==> src/rtl/lsrw_pkg.sv <==
// Constants and codes for the lattice site record weigher.
// No dependencies; imported by the top level.
`timescale 1ns / 1ps

package lsrw_pkg;

  // parser phases
  localparam logic [2:0] PH_SITE_FLAG   = 3'd0;
  localparam logic [2:0] PH_LINK_TYPE   = 3'd1;
  localparam logic [2:0] PH_PAY_CFG     = 3'd2;
  localparam logic [2:0] PH_PAY_LAST    = 3'd3;
  localparam logic [2:0] PH_NORMAL_FLAG = 3'd4;
  localparam logic [2:0] PH_NORMAL      = 3'd5;
  localparam logic [2:0] PH_DONE        = 3'd6;

  // site classes
  localparam logic [2:0] CL_FLUID       = 3'd0;
  localparam logic [2:0] CL_WALL        = 3'd1;
  localparam logic [2:0] CL_INLET       = 3'd2;
  localparam logic [2:0] CL_OUTLET      = 3'd3;
  localparam logic [2:0] CL_INLET_WALL  = 3'd4;
  localparam logic [2:0] CL_OUTLET_WALL = 3'd5;
  localparam logic [2:0] CL_CONFLICT    = 3'd6;

  // link type words
  localparam logic [31:0] LT_FLUID  = 32'd0;
  localparam logic [31:0] LT_WALL   = 32'd1;
  localparam logic [31:0] LT_INLET  = 32'd2;
  localparam logic [31:0] LT_OUTLET = 32'd3;

  // flag words
  localparam logic [31:0] FLAG_CLEAR = 32'd0;
  localparam logic [31:0] FLAG_SET   = 32'd1;

  // result status
  localparam logic [1:0] ST_OK          = 2'd0;
  localparam logic [1:0] ST_BAD_LINK    = 2'd1;
  localparam logic [1:0] ST_CONFLICT    = 2'd2;
  localparam logic [1:0] ST_BAD_NORMAL  = 2'd3;

  // configuration register indexes
  localparam logic [2:0] REG_W_FLUID       = 3'd0;
  localparam logic [2:0] REG_W_WALL        = 3'd1;
  localparam logic [2:0] REG_W_INLET       = 3'd2;
  localparam logic [2:0] REG_W_OUTLET      = 3'd3;
  localparam logic [2:0] REG_W_INLET_WALL  = 3'd4;
  localparam logic [2:0] REG_W_OUTLET_WALL = 3'd5;
  localparam logic [2:0] REG_BLOCK_EDGE    = 3'd6;

  localparam logic [4:0] LINKS_PER_SITE = 5'd26;
  localparam logic [4:0] NORMAL_WORDS   = 5'd3;

  localparam logic [31:0] WEIGHT_RESET = 32'd1;
  localparam logic [4:0]  EDGE_RESET   = 5'd8;

endpackage

==> src/rtl/lattice_site_record_weigher_unit.sv <==
// Lattice site record weigher: walks the site records of a block word by word
// and emits the weighted site-class sum, or an error code. Uses lsrw_pkg.
`timescale 1ns / 1ps

// Channel   Dir  Handshake          Payload
// s_*       in   s_tvalid/s_tready  s_tdata: data_word; s_tuser: block_start
// m_*       out  m_tvalid/m_tready  m_tdata: block_weight; m_tuser: status
// cfg_*     in   cfg_we             cfg_index selects register, cfg_data value
//
// One item per cycle sustained unless the result register stalls; an item
// passes an input register and the parse step, and its result (if any) is
// loaded into the result register. The parse step is a phase decision,
// counter compares and one 32-bit add. Reset clears the parser and restores
// the default weights (1) and edge (8). A stalled result register holds the
// parse step; the input register then fills and s_tready drops.

module lattice_site_record_weigher_unit
  import lsrw_pkg::*;
#(
  parameter int MAX_EDGE = 16
) (
  input  logic        clk,
  input  logic        rst,
  input  logic        cfg_we,
  input  logic [2:0]  cfg_index,
  input  logic [31:0] cfg_data,
  input  logic        s_tvalid,
  output logic        s_tready,
  input  logic [31:0] s_tdata,   // [31:0] data_word
  input  logic        s_tuser,   // [0] block_start
  output logic        m_tvalid,
  input  logic        m_tready,
  output logic [31:0] m_tdata,   // [31:0] block_weight
  output logic [1:0]  m_tuser    // [1:0] status
);

  localparam int EW = $clog2(MAX_EDGE + 1);
  localparam int SW = $clog2(MAX_EDGE * MAX_EDGE * MAX_EDGE + 1);

  // configuration
  logic [31:0] w_fluid, w_wall, w_inlet, w_outlet, w_inlet_wall, w_outlet_wall;
  logic [4:0]  edge_cfg;
  logic [SW-1:0] site_limit;

  // input register
  logic        in_valid;
  logic [31:0] in_word;
  logic        in_start;

  // parser state
  logic [2:0]    phase, phase_next;
  logic [4:0]    link_cnt, link_cnt_next;
  logic [SW-1:0] site_cnt, site_cnt_next;
  logic [2:0]    site_class, site_class_next;
  logic [31:0]   block_sum, block_sum_next;
  logic          err_hold, err_hold_next;

  // result register
  logic        out_valid;
  logic [31:0] out_weight;
  logic [1:0]  out_status;

  logic        adv, step;
  logic        res_valid;
  logic [31:0] res_weight;
  logic [1:0]  res_status;

  logic [EW-1:0]   edge_clamped;
  logic [2*EW-1:0] edge_sq;
  logic [3*EW-1:0] edge_cube;

  assign adv      = !out_valid || m_tready;
  assign step     = in_valid && adv;
  assign s_tready = !in_valid || adv;
  assign m_tvalid = out_valid;
  assign m_tdata  = out_weight;
  assign m_tuser  = out_status;

  always_ff @(posedge clk) begin
    if (rst) begin
      w_fluid       <= WEIGHT_RESET;
      w_wall        <= WEIGHT_RESET;
      w_inlet       <= WEIGHT_RESET;
      w_outlet      <= WEIGHT_RESET;
      w_inlet_wall  <= WEIGHT_RESET;
      w_outlet_wall <= WEIGHT_RESET;
      edge_cfg      <= EDGE_RESET;
    end else if (cfg_we) begin
      case (cfg_index)
        REG_W_FLUID:       w_fluid       <= cfg_data;
        REG_W_WALL:        w_wall        <= cfg_data;
        REG_W_INLET:       w_inlet       <= cfg_data;
        REG_W_OUTLET:      w_outlet      <= cfg_data;
        REG_W_INLET_WALL:  w_inlet_wall  <= cfg_data;
        REG_W_OUTLET_WALL: w_outlet_wall <= cfg_data;
        REG_BLOCK_EDGE:    edge_cfg      <= cfg_data[4:0];
        default: ;
      endcase
    end
  end

  // sites per block, clamped edge cubed; registered, user writes config idle
  always_comb begin
    if (edge_cfg == 5'd0) begin
      edge_clamped = EW'(1);
    end else if (int'(edge_cfg) > MAX_EDGE) begin
      edge_clamped = EW'(MAX_EDGE);
    end else begin
      edge_clamped = EW'(edge_cfg);
    end
    edge_sq   = (2*EW)'(edge_clamped) * (2*EW)'(edge_clamped);
    edge_cube = (3*EW)'(edge_sq) * (3*EW)'(edge_clamped);
  end

  always_ff @(posedge clk) begin
    site_limit <= SW'(edge_cube);
  end

  // input register
  always_ff @(posedge clk) begin
    if (rst) begin
      in_valid <= 1'b0;
    end else if (s_tready) begin
      in_valid <= s_tvalid;
    end
  end

  always_ff @(posedge clk) begin
    if (s_tvalid && s_tready) begin
      in_word  <= s_tdata;
      in_start <= s_tuser;
    end
  end

  // parse step
  always_comb begin
    logic [2:0]    ph;
    logic [4:0]    lc;
    logic [SW-1:0] sc;
    logic [2:0]    cl;
    logic [31:0]   sm;
    logic          eh;
    logic          link_fin;
    logic          site_fin;
    logic [31:0]   cw;

    ph = phase;
    lc = link_cnt;
    sc = site_cnt;
    cl = site_class;
    sm = block_sum;
    eh = err_hold;
    link_fin = 1'b0;
    site_fin = 1'b0;
    res_valid  = 1'b0;
    res_weight = 32'd0;
    res_status = ST_OK;

    if (step) begin
      if (in_start) begin
        ph = PH_SITE_FLAG;
        lc = 5'd0;
        sc = '0;
        cl = CL_FLUID;
        sm = 32'd0;
        eh = 1'b0;
      end
      if (!eh && ph != PH_DONE) begin
        case (ph)
          PH_SITE_FLAG: begin
            if (in_word != FLAG_SET) begin
              site_fin = 1'b1;
            end else begin
              cl = CL_FLUID;
              lc = 5'd0;
              ph = PH_LINK_TYPE;
            end
          end
          PH_LINK_TYPE: begin
            case (in_word)
              LT_FLUID: link_fin = 1'b1;
              LT_WALL: begin
                case (cl)
                  CL_FLUID:  cl = CL_WALL;
                  CL_INLET:  cl = CL_INLET_WALL;
                  CL_OUTLET: cl = CL_OUTLET_WALL;
                  default: ;
                endcase
                ph = PH_PAY_LAST;
              end
              LT_INLET: begin
                case (cl)
                  CL_FLUID:       cl = CL_INLET;
                  CL_WALL:        cl = CL_INLET_WALL;
                  CL_OUTLET:      cl = CL_CONFLICT;
                  CL_OUTLET_WALL: cl = CL_CONFLICT;
                  default: ;
                endcase
                ph = PH_PAY_CFG;
              end
              LT_OUTLET: begin
                case (cl)
                  CL_FLUID:      cl = CL_OUTLET;
                  CL_WALL:       cl = CL_OUTLET_WALL;
                  CL_INLET:      cl = CL_CONFLICT;
                  CL_INLET_WALL: cl = CL_CONFLICT;
                  default: ;
                endcase
                ph = PH_PAY_CFG;
              end
              default: begin
                eh = 1'b1;
                res_valid  = 1'b1;
                res_status = ST_BAD_LINK;
              end
            endcase
          end
          PH_PAY_CFG:  ph = PH_PAY_LAST;
          PH_PAY_LAST: link_fin = 1'b1;
          PH_NORMAL_FLAG: begin
            if (in_word == FLAG_CLEAR) begin
              site_fin = 1'b1;
            end else if (in_word == FLAG_SET) begin
              lc = 5'd0;
              ph = PH_NORMAL;
            end else begin
              eh = 1'b1;
              res_valid  = 1'b1;
              res_status = ST_BAD_NORMAL;
            end
          end
          PH_NORMAL: begin
            lc = lc + 5'd1;
            if (lc >= NORMAL_WORDS) begin
              site_fin = 1'b1;
            end
          end
          default: ph = PH_DONE;
        endcase
      end

      case (cl)
        CL_FLUID:       cw = w_fluid;
        CL_WALL:        cw = w_wall;
        CL_INLET:       cw = w_inlet;
        CL_OUTLET:      cw = w_outlet;
        CL_INLET_WALL:  cw = w_inlet_wall;
        CL_OUTLET_WALL: cw = w_outlet_wall;
        default:        cw = 32'd0;
      endcase

      // end of one link record: next link, or close the link list
      if (link_fin) begin
        lc = lc + 5'd1;
        if (lc < LINKS_PER_SITE) begin
          ph = PH_LINK_TYPE;
        end else if (cl == CL_CONFLICT) begin
          eh = 1'b1;
          res_valid  = 1'b1;
          res_status = ST_CONFLICT;
        end else begin
          sm = sm + cw;
          ph = PH_NORMAL_FLAG;
        end
      end

      // end of one site: last site of the block emits the sum
      if (site_fin) begin
        sc = sc + SW'(1);
        ph = PH_SITE_FLAG;
        if (sc >= site_limit) begin
          ph = PH_DONE;
          res_valid  = 1'b1;
          res_weight = sm;
          res_status = ST_OK;
        end
      end
    end else begin
      cw = 32'd0;
    end

    phase_next      = ph;
    link_cnt_next   = lc;
    site_cnt_next   = sc;
    site_class_next = cl;
    block_sum_next  = sm;
    err_hold_next   = eh;
  end

  always_ff @(posedge clk) begin
    if (rst) begin
      phase      <= PH_SITE_FLAG;
      link_cnt   <= 5'd0;
      site_cnt   <= '0;
      site_class <= CL_FLUID;
      block_sum  <= 32'd0;
      err_hold   <= 1'b0;
    end else begin
      phase      <= phase_next;
      link_cnt   <= link_cnt_next;
      site_cnt   <= site_cnt_next;
      site_class <= site_class_next;
      block_sum  <= block_sum_next;
      err_hold   <= err_hold_next;
    end
  end

  // result register
  always_ff @(posedge clk) begin
    if (rst) begin
      out_valid <= 1'b0;
    end else if (adv) begin
      out_valid <= res_valid;
    end
  end

  always_ff @(posedge clk) begin
    if (adv && res_valid) begin
      out_weight <= res_weight;
      out_status <= res_status;
    end
  end

`ifndef NO_ASSERTIONS
  a_err_zero_weight: assert property (@(posedge clk) disable iff (rst)
    (m_tvalid && m_tuser != ST_OK) |-> (m_tdata == 32'd0))
    else $error("error result with nonzero weight");

  a_link_cnt_range: assert property (@(posedge clk) disable iff (rst)
    link_cnt <= LINKS_PER_SITE)
    else $error("link counter past link count");

  a_held_silent: assert property (@(posedge clk) disable iff (rst)
    (step && !in_start && (err_hold || phase == PH_DONE)) |-> !res_valid)
    else $error("result from a held or finished block");

  a_empty_ready: assert property (@(posedge clk) disable iff (rst)
    !out_valid |-> s_tready)
    else $error("input stalled with empty result register");

  a_stall_holds_state: assert property (@(posedge clk) disable iff (rst)
    (out_valid && !m_tready) |=> ($stable(phase) && $stable(block_sum)))
    else $error("parser moved while result stalled");
`endif

endmodule

==> config.mk <==
export PLATFORM = sky130hd
export DESIGN_NAME = lattice_site_record_weigher_unit
export DESIGN_NICKNAME = d
export VERILOG_FILES = /design/src/rtl/lsrw_pkg.sv /design/src/rtl/lattice_site_record_weigher_unit.sv
export SDC_FILE = /design/constraint.sdc
export NUM_CORES = 1
export LEC_CHECK = 0
export ABC_AREA = 1
export BUFFER_PORTS_ARGS = -buffer_cell sky130_fd_sc_hd__buf_4
export CAP_MARGIN = 20
export CORE_MARGIN = 4
export CORE_UTILIZATION = 60
export DETAILED_ROUTE_END_ITERATION = 7
export HOLD_SLACK_MARGIN = 0.03
export PLACE_DENSITY = 0.79
export SYNTH_ARGS = -nofsm -noshare
export SYNTH_HDL_FRONTEND = slang
export SYNTH_SLANG_ARGS = --single-unit
==> constraint.sdc <==
create_clock -name clk -period 8.4 [get_ports clk]
set_input_delay 1.26 -clock clk [delete_from_list [all_inputs] [get_ports clk]]
set_output_delay 1.26 -clock clk [all_outputs]
set_load 0.02 [all_outputs]
==> results.yml <==
status:
  outcome: "complete, but fails checks"
  violations_in_the_final_reports: "DRC"
drt:
  ant_nets: 0
  detail_route.iter0.violations: 1520
  drc: 4
  vias: 16200
  first_pass_iters: 8
  vias_per_cell: 5.68
  drt_wl_total_um: 46700
  routed_wire_length_per_instance_um: 16.4
sta:
  fin_crit_sh: 0.866
  unrepaired_setup_endpoints_after_global_routing: "no"
  maxSlewViolCount: 0
  finalHoldWorstSlack_ns: 0.448
  hold_viol_final: 0
  worst_pin_slew_ns: 1.07
  final_period_minus_worst_setup_slack_ns: 7.27
  max-slew-margin-rel: 0.286
  fin_skew_ns: 0.0320
  maxClockFrequency_mhz: 137
  final_report_setup_violation_count: 0
  fin_setup_tns_ns: 0
logic_synthesis:
  synth_cells: 2368
  post_synth_edffs: 67
  synth-compound-area-share: 0.178
  avgSynthCellArea_um2: 7.46
  synthArstFlopShare: 0
  synth.mux.area_fraction: 0
  netlist_area_um2: 17700
  postSynth.topFlopCell: "sky130_fd_sc_hd__dfxtp_1"
  ys_types: 54
  synth_top_family_by_area: "simple AND/OR/NAND/NOR gates"
  synth-seq-area-share: 0.419
  synth_fa_ha_area_frac: 0.0784
  synth-xor-area-share: 0.0273
  synth_seq_cells: 336
  post_synth_and_or_nand_nor_area_fraction: 0.222
  yosysWarnings: 0
worst_setup_path:
  startpoint_type: "register"
  critPathCaptureType: "register"
  critical_path_class: "reg -> reg"
  timing.critical_path.arrival_ns: 7.70
  worstPathRequired_ns: 8.83
  critical_path.slowest_cell: "sky130_fd_sc_hd__fa_1"
  worst-path-max-fanout: 6
  critPathMaxStageDelay_ns: 0.55
  critical-path-top-cell-by-count: "sky130_fd_sc_hd__fa_1"
clock_network:
  clock_path_buffers: 3
  cts_tree: "built"
  clkLatencyLatePin_ns: 0.53
  root_buffer: "sky130_fd_sc_hd__clkbuf_16"
  postCtsSetupBuffers: 0
  cts.htree.levels: 2
  cts.sinks: 336
  path_clk_slew_ns: 0.06
  post_cts_hold_buffer_count: 0
  numCtsBuffers: 36
  ctsResizeCount: 0
global_route:
  grt_util_all_layers: 0.276
  antenna_found_initial: 0
  global_route_wire_length_before_repair_um: 75700
  number_of_global_route_vias_before_repair: 15400
  grt_max_degree: 153
  grt-ovfl-total: 0
floorplan:
  dieWidth_um: 180
  die_area_um2: 32300
  core-area_um2: 28900
  floorplan.initialDensity: 0.612
  top_level_ports: 109
  chipHeight_um: 180
  rows: 62
finish:
  syn_to_final_growth_pct: 13.4
  antenna_cells_inserted: 0
  layout.filler_cells: 2390
  fin_nets: 2607
  drive_gt1_frac: 0.0978
power:
  switching_share: 0.246
  ir_drop_v: 0.000152
  power_spent_charging_and_discharging_nets_uw: 922
  internal-power_uw: 2830
  power.combinational.fraction: 0.100
  clkPwrFrac: 0.436
  static-leakage-power_uw: 0.00906
  pwr-share-seq: 0.464
  powerDensity_nw_per_um2: 187
placed_design:
  port_buffers: 108
  place.gp.congestion: 0.899
  dp_hpwl_um: 31300
min_path:
  worstHoldPathType: "reg -> reg"
run:
  max_cap_violations: 0
-- through the flow --
stage	cells	setup WS [ns]	area [µm²]	total power, µW	util
2_1_floorplan	2373	1.74	17700	2020	-
3_3_place_gp	2781	1.40	18800	2120	0.650
3_5_place_dp	2781	1.16	18800	2140	0.650
4_1_cts	2845	1.15	20000	3760	0.692
5_1_grt	2847	0.692	20000	3890	0.694
6_report	2847	1.13	20000	3750	0.694
-- final timing paths --
check                             from                        end  slack (ns)  depth (start not counted)
max reg2reg   edge_cfg[0]$_SDFFE_PP0P_     site_limit[12]$_DFF_P_        1.13                         28
min          w_outlet[25]$_SDFFE_PP0P_  w_outlet[25]$_SDFFE_PP0P_        0.45                          2
min reg2reg  w_outlet[25]$_SDFFE_PP0P_  w_outlet[25]$_SDFFE_PP0P_        0.45                          2
max           edge_cfg[0]$_SDFFE_PP0P_     site_limit[12]$_DFF_P_        1.13                         28
-- cell usage in the layout (no fill, tap or decap), types with 3 or more instances in the layout --
cell type / instances
sky130_fd_sc_hd__a21boi_0: 4
sky130_fd_sc_hd__a21o_1: 4
sky130_fd_sc_hd__a21oi_1: 145
sky130_fd_sc_hd__a21oi_2: 6
sky130_fd_sc_hd__a221oi_1: 20
sky130_fd_sc_hd__a22oi_1: 41
sky130_fd_sc_hd__a31oi_1: 11
sky130_fd_sc_hd__and2_1: 3
sky130_fd_sc_hd__buf_4: 130
sky130_fd_sc_hd__bufinv_16: 4
sky130_fd_sc_hd__clkbuf_1: 7
sky130_fd_sc_hd__clkbuf_16: 37
sky130_fd_sc_hd__clkbuf_8: 6
sky130_fd_sc_hd__clkinv_1: 3
sky130_fd_sc_hd__clkinv_2: 5
sky130_fd_sc_hd__conb_1: 7
sky130_fd_sc_hd__dfxtp_1: 269
sky130_fd_sc_hd__edfxtp_1: 67
sky130_fd_sc_hd__fa_1: 23
sky130_fd_sc_hd__ha_1: 74
sky130_fd_sc_hd__inv_1: 231
sky130_fd_sc_hd__inv_2: 9
sky130_fd_sc_hd__nand2_1: 332
sky130_fd_sc_hd__nand2_2: 7
sky130_fd_sc_hd__nand3_1: 58
sky130_fd_sc_hd__nand4_1: 29
sky130_fd_sc_hd__nor2_1: 505
sky130_fd_sc_hd__nor2_2: 13
sky130_fd_sc_hd__nor3_1: 10
sky130_fd_sc_hd__nor4_1: 3
sky130_fd_sc_hd__o211ai_1: 13
sky130_fd_sc_hd__o21a_1: 3
sky130_fd_sc_hd__o21ai_0: 275
sky130_fd_sc_hd__o21ai_1: 17
sky130_fd_sc_hd__o31ai_1: 3
sky130_fd_sc_hd__xnor2_1: 19
sky130_fd_sc_hd__xor2_1: 36
-- sequential cells by signal, indices dropped and copies added, names as in the netlist --
register	count
m_tuser	2
w_inlet_wall	32
phase	3
w_inlet	32
block_sum	32
w_outlet	32
in_valid	1
edge_cfg	5
site_cnt	13
w_fluid	32
m_tdata	32
link_cnt	5
w_wall	32
site_limit	13
in_word	32
m_tvalid	1
in_start	1
w_outlet_wall	32
err_hold	1
site_class	3
-- layout make-up --
| cell class | count | area (µm²) | area share |
|---|---|---|---|
| inverters | 244 | 921 | 0.0460 |
| clock buffers | 50 | 1030 | 0.0516 |
| multi-input cells | 1687 | 8980 | 0.448 |
| clock inverters | 14 | 189 | 0.00943 |
| repair buffers | 132 | 1030 | 0.0515 |
| flip-flops and latches | 336 | 7400 | 0.369 |
| well taps | 384 | 480 | 0.0240 |
-- cells in the mapped netlist (all sizes together), types with 3 or more instances --
| cell | instances | area share |
|---|---|---|
| edfxtp | 67 | 0.11 |
| clkinv | 3 | 0.00064 |
| nand2 | 340 | 0.074 |
| nand4 | 29 | 0.010 |
| a221oi | 20 | 0.0099 |
| and2 | 3 | 0.0011 |
| nor4 | 3 | 0.0011 |
| nor2 | 520 | 0.11 |
| a31oi | 11 | 0.0039 |
| clkbuf | 94 | 0.020 |
| nor3 | 11 | 0.0031 |
| dfxtp | 269 | 0.30 |
| xor2 | 36 | 0.018 |
| inv | 241 | 0.051 |
| a21boi | 4 | 0.0017 |
| o21a | 3 | 0.0013 |
| nand3 | 60 | 0.018 |
| buf | 12 | 0.0038 |
| ha | 74 | 0.052 |
| a21o | 4 | 0.0017 |
| o31ai | 4 | 0.0025 |
| o21ai | 294 | 0.084 |
| a21oi | 151 | 0.044 |
| fa | 23 | 0.026 |
| xnor2 | 19 | 0.0094 |
| a22oi | 41 | 0.017 |
| o211ai | 13 | 0.0055 |
-- routing by layer --
layer,track usage,wire (µm)
met2,0.465,21800
met3,0.0368,3640
met1,0.371,20000
met5,0,0
met4,0.0863,1320
-- power groups by stage --
| stage | logic [µW] | clock network [µW] | registers (µW) |
|---|---|---|---|
| 3_5_place_dp | 366 | 0 | 1770 |
| 5_1_grt | 424 | 1720 | 1740 |
| 3_3_place_gp | 352 | 0 | 1770 |
| 6_report | 377 | 1630 | 1740 |
| 4_1_cts | 370 | 1650 | 1740 |
| 2_1_floorplan | 249 | 0 | 1770 |
-- worst max-delay path: cells and delay by family (launching register included) --
kind	cells	cell delay, ns
compound gates	6	0.96
xor+xnor	2	0.34
fa+ha+maj	8	3.69
buf+inv	3	0.18
flops	1	0.31
simple gates	9	1.70
-- logic make-up after synthesis --
group                      after synthesis
and+or+nand+nor                        971
AOI/OAI and AO/OA                      557
buffers and inverters                  350
DFF                                    336
adders and majority gates               97
xor gates and xnor gates                55
other                                    2
No activity file was read; power rests on OpenSTA's default activity.
